**src/rtl/core/tsmq_pkg.sv**
```systemverilog
// Shared types and codes for the two-sided match queue.
// No dependencies.
`timescale 1ns / 1ps
`default_nettype none

package tsmq_pkg;

  localparam int ID_W  = 16;
  localparam int CNT_W = 3;

  typedef logic [1:0] outcome_t;

  localparam outcome_t OUTCOME_MATCHED  = 2'd0;
  localparam outcome_t OUTCOME_QUEUED   = 2'd1;
  localparam outcome_t OUTCOME_REJECTED = 2'd2;

  typedef enum logic {
    ST_IDLE,
    ST_READ
  } state_t;

endpackage

`default_nettype wire

```
**src/rtl/core/two_sided_match_queue.sv**
```systemverilog
// Two-sided arrival matching with one waiting ring per side.
// Both rings share one synchronous memory; depends on tsmq_pkg.
//
// Each arriving item either takes the oldest waiting entry of the other side
// (matched), is appended to its own side's ring (queued), or is turned away
// when that ring already holds SLOTS-1 entries (rejected). The result of a
// queued or rejected item sits in the output register at the next edge; a
// matched item first reads the partner id from the ring memory into the read
// register and waits in ST_READ until the output register is free. A new item
// is taken in ST_IDLE while the previous result waits, as long as the output
// register is drained in the same cycle. Ring contents have no reset; only the
// head and tail pointers, the state and the output valid flag are cleared.
`timescale 1ns / 1ps
`default_nettype none

module two_sided_match_queue #(
  parameter int SLOTS   = 8,
  parameter int ID_BITS = 16
) (
  input  wire logic                      clk,
  input  wire logic                      rst_n,
  input  wire logic                      in_valid,
  output logic                           in_ready,
  input  wire logic                      in_side,
  input  wire logic [tsmq_pkg::ID_W-1:0] in_person_id,
  output logic                           out_valid,
  input  wire logic                      out_ready,
  output tsmq_pkg::outcome_t             out_outcome,
  output logic [tsmq_pkg::ID_W-1:0]      out_partner_id,
  output logic [tsmq_pkg::CNT_W-1:0]     out_waiting_first,
  output logic [tsmq_pkg::CNT_W-1:0]     out_waiting_second
);

  import tsmq_pkg::*;

  localparam int PW    = $clog2(SLOTS);
  localparam int AW    = PW + 1;
  localparam int DEPTH = 2 * (2 ** PW);
  localparam int SW    = (ID_BITS < ID_W) ? ID_BITS : ID_W;

  function automatic logic [PW-1:0] wrap_next(input logic [PW-1:0] p);
    return (p == PW'(SLOTS - 1)) ? '0 : p + 1'b1;
  endfunction

  function automatic logic [PW-1:0] ring_count(input logic [PW-1:0] h,
                                               input logic [PW-1:0] t);
    logic [PW:0] d;
    if (t >= h) begin
      d = {1'b0, t} - {1'b0, h};
    end else begin
      d = {1'b0, t} + AW'(SLOTS) - {1'b0, h};
    end
    return d[PW-1:0];
  endfunction

  state_t st_r, st_nxt;

  logic [PW-1:0] hd0_r, tl0_r, hd1_r, tl1_r;
  logic [PW-1:0] hd0_nxt, tl0_nxt, hd1_nxt, tl1_nxt;

  logic [SW-1:0] mem [DEPTH];
  logic [SW-1:0] rd_data_r;
  logic          rd_en;
  logic [AW-1:0] rd_addr;
  logic          wr_en;
  logic [AW-1:0] wr_addr;

  logic          out_valid_r, out_valid_nxt;
  outcome_t      outcome_r, outcome_nxt;
  logic [ID_W-1:0]  partner_r, partner_nxt;
  logic [CNT_W-1:0] wf_r, wf_nxt, ws_r, ws_nxt;

  logic          in_acc;
  logic          out_free;
  logic          ld_now;
  outcome_t      ld_outcome;
  logic          ld_match;
  logic [PW-1:0] own_hd, own_tl, oth_hd, oth_tl, new_ptr;

  assign out_free = !out_valid_r || out_ready;
  assign in_ready = (st_r == ST_IDLE) && out_free;
  assign in_acc   = in_valid && in_ready;

  assign own_hd  = in_side ? hd1_r : hd0_r;
  assign own_tl  = in_side ? tl1_r : tl0_r;
  assign oth_hd  = in_side ? hd0_r : hd1_r;
  assign oth_tl  = in_side ? tl0_r : tl1_r;

  always_comb begin
    st_nxt     = st_r;
    hd0_nxt    = hd0_r;
    tl0_nxt    = tl0_r;
    hd1_nxt    = hd1_r;
    tl1_nxt    = tl1_r;
    rd_en      = 1'b0;
    rd_addr    = '0;
    wr_en      = 1'b0;
    wr_addr    = '0;
    ld_now     = 1'b0;
    ld_outcome = OUTCOME_REJECTED;
    ld_match   = 1'b0;
    new_ptr    = '0;
    unique case (st_r)
      ST_IDLE: begin
        if (in_acc) begin
          if (oth_hd != oth_tl) begin
            new_ptr = wrap_next(oth_hd);
            if (in_side) begin
              hd0_nxt = new_ptr;
            end else begin
              hd1_nxt = new_ptr;
            end
            rd_en   = 1'b1;
            rd_addr = {~in_side, new_ptr};
            st_nxt  = ST_READ;
          end else if (wrap_next(own_tl) == own_hd) begin
            ld_now     = 1'b1;
            ld_outcome = OUTCOME_REJECTED;
          end else begin
            new_ptr = wrap_next(own_tl);
            if (in_side) begin
              tl1_nxt = new_ptr;
            end else begin
              tl0_nxt = new_ptr;
            end
            wr_en      = 1'b1;
            wr_addr    = {in_side, new_ptr};
            ld_now     = 1'b1;
            ld_outcome = OUTCOME_QUEUED;
          end
        end
      end
      ST_READ: begin
        if (out_free) begin
          ld_match = 1'b1;
          st_nxt   = ST_IDLE;
        end
      end
      default: begin
        st_nxt = ST_IDLE;
      end
    endcase
  end

  always_comb begin
    out_valid_nxt = out_valid_r && !out_ready;
    outcome_nxt   = outcome_r;
    partner_nxt   = partner_r;
    wf_nxt        = wf_r;
    ws_nxt        = ws_r;
    if (ld_now || ld_match) begin
      out_valid_nxt = 1'b1;
      outcome_nxt   = ld_match ? OUTCOME_MATCHED : ld_outcome;
      partner_nxt   = ld_match ? ID_W'(rd_data_r) : '0;
      wf_nxt        = CNT_W'(ring_count(hd0_nxt, tl0_nxt));
      ws_nxt        = CNT_W'(ring_count(hd1_nxt, tl1_nxt));
    end
  end

  always_ff @(posedge clk) begin
    if (wr_en) begin
      mem[wr_addr] <= in_person_id[SW-1:0];
    end
    if (rd_en) begin
      rd_data_r <= mem[rd_addr];
    end
  end

  always_ff @(posedge clk) begin
    if (!rst_n) begin
      st_r        <= ST_IDLE;
      hd0_r       <= '0;
      tl0_r       <= '0;
      hd1_r       <= '0;
      tl1_r       <= '0;
      out_valid_r <= 1'b0;
    end else begin
      st_r        <= st_nxt;
      hd0_r       <= hd0_nxt;
      tl0_r       <= tl0_nxt;
      hd1_r       <= hd1_nxt;
      tl1_r       <= tl1_nxt;
      out_valid_r <= out_valid_nxt;
    end
  end

  always_ff @(posedge clk) begin
    outcome_r <= outcome_nxt;
    partner_r <= partner_nxt;
    wf_r      <= wf_nxt;
    ws_r      <= ws_nxt;
  end

  assign out_valid          = out_valid_r;
  assign out_outcome        = outcome_r;
  assign out_partner_id     = partner_r;
  assign out_waiting_first  = wf_r;
  assign out_waiting_second = ws_r;

endmodule

`default_nettype wire

```
**config.mk**
```make
export PLATFORM = sky130hd
export DESIGN_NAME = two_sided_match_queue
export DESIGN_NICKNAME = d
export VERILOG_FILES = /design/src/rtl/core/tsmq_pkg.sv /design/src/rtl/core/two_sided_match_queue.sv
export SDC_FILE = /design/constraint.sdc
export NUM_CORES = 1
export LEC_CHECK = 0
export BUFFER_PORTS_ARGS = -buffer_cell sky130_fd_sc_hd__buf_2
export CAP_MARGIN = 10
export CELL_PAD_IN_SITES_DETAIL_PLACEMENT = 1
export CELL_PAD_IN_SITES_GLOBAL_PLACEMENT = 1
export CORE_UTILIZATION = 45
export CTS_BUF_LIST = sky130_fd_sc_hd__clkbuf_16
export CTS_CLUSTER_DIAMETER = 120
export DETAILED_ROUTE_END_ITERATION = 6
export GPL_TIMING_DRIVEN = 0
export PLACE_DENSITY = 0.72
export SLEW_MARGIN = 25
export SYNTH_ARGS = -nofsm -noshare
export SYNTH_HDL_FRONTEND = slang
export SYNTH_SLANG_ARGS = --single-unit
```
**constraint.sdc**
```tcl
create_clock -name clk -period 5.35 [get_ports clk]
set_clock_uncertainty 0.2 [all_clocks]
set_input_delay 0 -clock clk [delete_from_list [all_inputs] [get_ports clk]]
set_output_delay 0 -clock clk [all_outputs]
set_load 0.05 [all_outputs]
```
# After elaboration in Yosys (flattened, before gate mapping)
# Memories as Yosys holds them, arrays and structs flattened. A register that Yosys moved wholly into a read port is not among the register bits.
# Cells that the tools add are included.
[totals] ff_bits=38 latchBits=0 ram_bits=256 mem_bits_ro=0 inputBits=21 output_inout_bits=26 word_cells=91 n_memories=1
[mem_list] name="mem" depth=16 word_bits=16 rd=1 rd_clocked_by_memory_dff=1 wr=1 line_no="two_sided_match_queue.sv:61" text="logic [SW-1:0] mem [DEPTH];"
[op_classes] n_addsub=8 n_mul=0 div_mod_pow=0 order_cmp=2 n_eq_ne=4 shift=0 n_mux=54 n_bitwise=3 reduce_logical=8
[op_table] cell="2-to-1 mux 3 bit" count=26
[op_table] cell="2-to-1 mux 4 bit" count=7
[op_table] cell="2-to-1 mux 1 bit" count=16
[op_table] cell="adder 3 x 1 -> 3 bit (second input constant)" count=4
[op_table] cell="subtractor 3 bit" count=4
[op_table] cell="2-to-1 mux 2 bit" count=4
[op_table] cell="== test 3 bit (second input constant)" count=2
[op_table] cell="greater-or-equal comparator 3 bit" count=2
[op_table] cell="OR reduction 4 bit" count=1
[op_table] cell="== test 3 bit" count=1
[op_table] cell="logical AND 1 bit" count=3
[op_table] cell="inequality test 3 bit" count=1
[op_table] cell="NOT 1 bit" count=3
[op_table] cell="zero test 1 bit" count=2
[op_table] cell="logical OR 1 bit" count=2
[op_table] cell="case mux 1 bit (2 select lines)" count=1

# Longest topological paths before layout
[depth] word_depth=11 mapped_depth=14 depth_no_buf=11

# Worst setup path after synthesis
# No wires, ideal clock.
[synth_path] path_type="input to register" from="input port in_side" to="memory mem[11][0] (netlist bit) (enable)" setup_ns=0.409 arrival_ns=3.060 t_required_ns=4.741 slack_ns=1.680 path_stages=8 n_path_buf=2 path_cell_list="buf_4 > buf_1 > mux2_2 > ha_1 > xnor2_1 > nor3_1 > a211o_1 > nor3_1"
[synth_between] elab_chain_cells=10 word_cells_on_any_way=19 cone_classes="1 x add/sub; 3 x eq/ne; 15 x mux"
[synth_lines] item="start, declared" line_no="two_sided_match_queue.sv:24" text="input wire logic in_side,"
[synth_lines] item="2-to-1 mux 3 bit" line_no="two_sided_match_queue.sv:85" text="assign own_tl = in_side ? tl1_r : tl0_r;"
[synth_lines] item="adder 3 x 1 -> 3 bit / == test 3 bit (equally long branches)" line_no="two_sided_match_queue.sv:42" text="return (p == PW'(SLOTS - 1)) ? '0 : p + 1'b1;"
[synth_lines] item="2-to-1 mux 3 bit" line_no="two_sided_match_queue.sv:42"
[synth_lines] item="== test 3 bit" line_no="two_sided_match_queue.sv:116" text="end else if (wrap_next(own_tl) == own_hd) begin"
[synth_lines] item="2-to-1 mux 1 bit" line_no="two_sided_match_queue.sv:116"
[synth_lines] item="2-to-1 mux 1 bit" line_no="two_sided_match_queue.sv:106" text="if (oth_hd != oth_tl) begin"
[synth_lines] item="2-to-1 mux 1 bit" line_no="two_sided_match_queue.sv:105" text="if (in_acc) begin"
[synth_lines] item="2-to-1 mux 1 bit" line_no="two_sided_match_queue.sv:103" text="unique case (st_r)"
[synth_lines] item="2-to-1 mux 1 bit" line_no="two_sided_match_queue.sv:161" text="if (wr_en) begin"
[synth_lines] item="2-to-1 mux 1 bit (implied by the code)" line_no="two_sided_match_queue.sv:162" text="mem[wr_addr] <= in_person_id[SW-1:0];"
[synth_lines] item="end, declared" line_no="two_sided_match_queue.sv:61"
# Several ways; a longest one is shown, not always the timed one.

# Worst setup path after layout
[layout_path] from="register hd1_r[0]" to="register rd_data_r[12] (read register of mem), data pin"
[layout_between] elab_chain_cells=6 word_cells_on_any_way=11 cone_classes="1 x add/sub; 2 x eq/ne; 8 x mux"
[layout_lines] item="start, declared" line_no="two_sided_match_queue.sv:58" text="logic [PW-1:0] hd0_r, tl0_r, hd1_r, tl1_r;"
[layout_lines] item="start signal, assigned" line_no="two_sided_match_queue.sv:181" text="hd1_r <= hd1_nxt;"
[layout_lines] item="2-to-1 mux 3 bit *" line_no="two_sided_match_queue.sv:86" text="assign oth_hd = in_side ? hd0_r : hd1_r;"
[layout_lines] item="adder 3 x 1 -> 3 bit / == test 3 bit (equally long branches)" line_no="two_sided_match_queue.sv:42"
[layout_lines] item="2-to-1 mux 3 bit" line_no="two_sided_match_queue.sv:42"
[layout_lines] item="2-to-1 mux 4 bit" line_no="two_sided_match_queue.sv:106"
[layout_lines] item="2-to-1 mux 4 bit" line_no="two_sided_match_queue.sv:105"
[layout_lines] item="2-to-1 mux 4 bit" line_no="two_sided_match_queue.sv:103"
[layout_lines] item="end, declared" line_no="two_sided_match_queue.sv:62" text="logic [SW-1:0] rd_data_r;"
# Mark *: on every way between the ends. The rest lies on a longest branch, timed or not.
# A chain may end at the register's enable or synchronous reset.

==> impl_metrics.ini <==
[critical_path]
cp-endpoint = rd_data_r[12]
crit_path_end_kind = flop
slowest_delay_ns = 0.71
start_kind = flop
regToRegStartpoint = hd1_r[0]
crit_top_cell = buf_2
reg2regPathDepth = 12
crit_start = hd1_r[0]
arrival_ns = 5.04
required_ns = 5.42
crit_type = flop to flop
worstPathCellList = mux2i_1 > inv_2 > buf_2 > buf_2 > buf_2 > ha_1 > nor2_1 > or4_1 > buf_2 > buf_2 > a211oi_1 > o32ai_1
r2r-end = rd_data_r[12]
cp_slowest_cell = nor2_1
path_max_fanout = 10
rrSetupSlack_ns = 0.37

[timing]
period_share_pct = 93.0
fin_setup_tns_ns = 0
fmax_mhz = 201
fin_crit_ns = 4.98
rsz0062_at_grt = false
maxSlewViolCount = 0
setup-violations-final = 0
hold_viol_final = 0
fin_hold_ws_ns = 0.0776
max-slew-margin-rel_pct = 35.0
tightest_slew_ns = 0.974

[finish]
fin_nets = 913
mostFrequentLayoutCells = edfxtp_1 (296), mux2i_1 (71), buf_2 (60)
regMostFlops = mem
syn2layout_area_growth_pct = 16.4
n_fill_cell = 2594
largest_reg_flops = 256
layout_commonest_cell = edfxtp_1
multi_input_comb_area_sq_um = 3080
final_area_sq_um = 14500
drive_above_1_share_pct = 17.0
regArea_sq_um = 9170
fin_util_pct = 53.5

[cts]
post_cts.repair.setup_buffers = 0
clock_latency_ns = 0.57
clock_path_buffers = 3
cts_inserted_buffers = 31
hold_buffers = 22
cts_resized = 0
cts_tree = done
cts_sinks = 310
htreeDepth = 1
clk_pin_slew_ns = 0.06
root_buffer = clkbuf_16

[yosys]
synth_area_per_cell_sq_um = 16.1
syn_inst = 771
synth_top_area_share_pct = 71.5
synth-edff-count = 296
ys_ff_latch = 310
ys_warn_count = 0
ys_types = 51
synth_top_cell_by_area = edfxtp_1
ys_seq_area_share_pct = 73.7
ys.flop_type = edfxtp_1
synthArstFlopShare_pct = 0
synth_area_sq_um = 12400
synthTopCellsByArea = edfxtp_1 (71%), mux2i_1 (5.7%), dfxtp_1 (2.3%)
synthesis.nets = 798

[detailed_routing]
via_per_inst = 5.94
num_vias = 7429
routedWlPerCell_um = 25.8
antenna_left = 0
first_pass_iters = 7
drt_wl_total_mm = 32.2
drtIter0Drc = 654
route.detailed.drc = 0

[pwr]
comb_power_share_pct = 11.0
p_leak_nw = 4.80
p_sw_share_pct = 24.7
pwr-share-seq_pct = 51.3
irDropWorstVdd_mv = 0.269
p_int_mw = 4.04
p_clk_share_pct = 37.7
p_per_area_nw_per_um2 = 370
p_switching_mw = 1.32

[placed_design]
dp_hpwl_mm = 22.4
place_area_sq_um = 13300
io_buffers = 45
gp_congestion = 0.836

[floorplan]
core_area_sq_um = 27000
die_w_um = 168
rows = 60
die_area_sq_um = 28300
die_h_um = 168
floorplan.initialDensity_pct = 46.0
boundaryPins = 47

[global_route]
grt_util_all_layers_pct = 23.4
grt-ovfl-total = 0
antenna_found_initial = 1
grt_max_degree = 26
grt_pass1_wl_mm = 48.7
first_global_vias = 8018

[outcome]
status = finished clean

[min_path]
hold_path_class = input pin to flop

[run]
cap_violations = 0
## cell families (layout without fill, tap and decap cells)
family | after synthesis | count (layout) | synth area share (%)
simple gates | 175 | 175 | 7.79
other cells | 0 | 1 | 0
mux | 77 | 77 | 6.35
buf+inv | 59 | 196 | 2.08
fa+ha+maj | 6 | 6 | 0.724
compound gates | 123 | 123 | 7.80
flops | 310 | 310 | 73.7
xor+xnor | 21 | 21 | 1.54
## critical path, delay by kind of cell (launching register included)
kind / cells / cell delay [ns]
buf+inv: 6 / 1.81
mux: 1 / 0.19
simple gates: 2 / 0.94
flops: 1 / 0.44
compound gates: 2 / 0.78
fa+ha+maj: 1 / 0.32
## cell type report
cell class / instances / share of cell area (%)
clock inverter: 24 / 1.12
buffer: 51 / 1.59
clock buffer: 31 / 5.36
inverter: 8 / 0.208
multi-input combinational: 402 / 21.3
tap: 341 / 2.95
sequential: 310 / 63.4
antenna: 1 / 0.0173
timing repair buffer: 82 / 4.14
## power by group through the flow
| stage | Sequential, mW | Combinational [mW] | Clock [mW] |
|---|---|---|---|
| detailed placement | 2.80 | 0.571 | 0 |
| finish | 2.75 | 0.588 | 2.02 |
| global route | 2.75 | 0.625 | 2.13 |
| floorplan | 2.89 | 0.271 | 0 |
| global placement | 2.80 | 0.546 | 0 |
| CTS | 2.75 | 0.587 | 2.05 |
## per-stage QoR
| stage | cells | setup WS, ns | total power, mW |
|---|---|---|---|
| floorplan | 771 | 1.68 | 3.16 |
| global placement | 1157 | 0.359 | 3.35 |
| detailed placement | 1172 | 0.472 | 3.37 |
| CTS | 1249 | 0.493 | 5.38 |
| global route | 1249 | 0.115 | 5.51 |
| finish | 1250 | 0.374 | 5.36 |
## synthesized netlist by cell type (7+ instances only)
| cell type | count |
|---|---|
| a211oi_1 | 15 |
| a221o_1 | 15 |
| a221oi_1 | 15 |
| a22oi_1 | 16 |
| and3_1 | 17 |
| buf_1 | 7 |
| buf_2 | 15 |
| clkbuf_1 | 26 |
| dfxtp_1 | 14 |
| edfxtp_1 | 296 |
| mux2i_1 | 71 |
| nand2_1 | 40 |
| nand3_1 | 33 |
| nand3b_1 | 15 |
| nand4_1 | 17 |
| nor2_1 | 18 |
| nor2b_1 | 7 |
| o21ai_0 | 17 |
| o2bb2ai_1 | 15 |
| o32ai_1 | 15 |
| xnor2_1 | 10 |
| xor2_1 | 10 |
## per-layer routing
metal,global-route usage (%),routed length (um)
met4,9.84,1360
met3,4.09,2050
met1,29.8,13200
met2,39.6,15600
met5,0,0
## how the worst min path moves through the flow
| stage | from | endpoint | cells past startpoint |
|---|---|---|---|
| 2_1_floorplan | in_person_id[0] | mem[0][0] | 0 |
| 3_3_place_gp | rst_n | tl1_r[2] | 2 |
| 3_5_place_dp | rst_n | tl1_r[2] | 2 |
| 4_1_cts | rst_n | tl1_r[2] | 3 |
| 5_1_grt | rst_n | tl1_r[2] | 3 |
| 6_report | rst_n | tl1_r[2] | 3 |
Note: power is estimated with default switching activity, not from simulation.
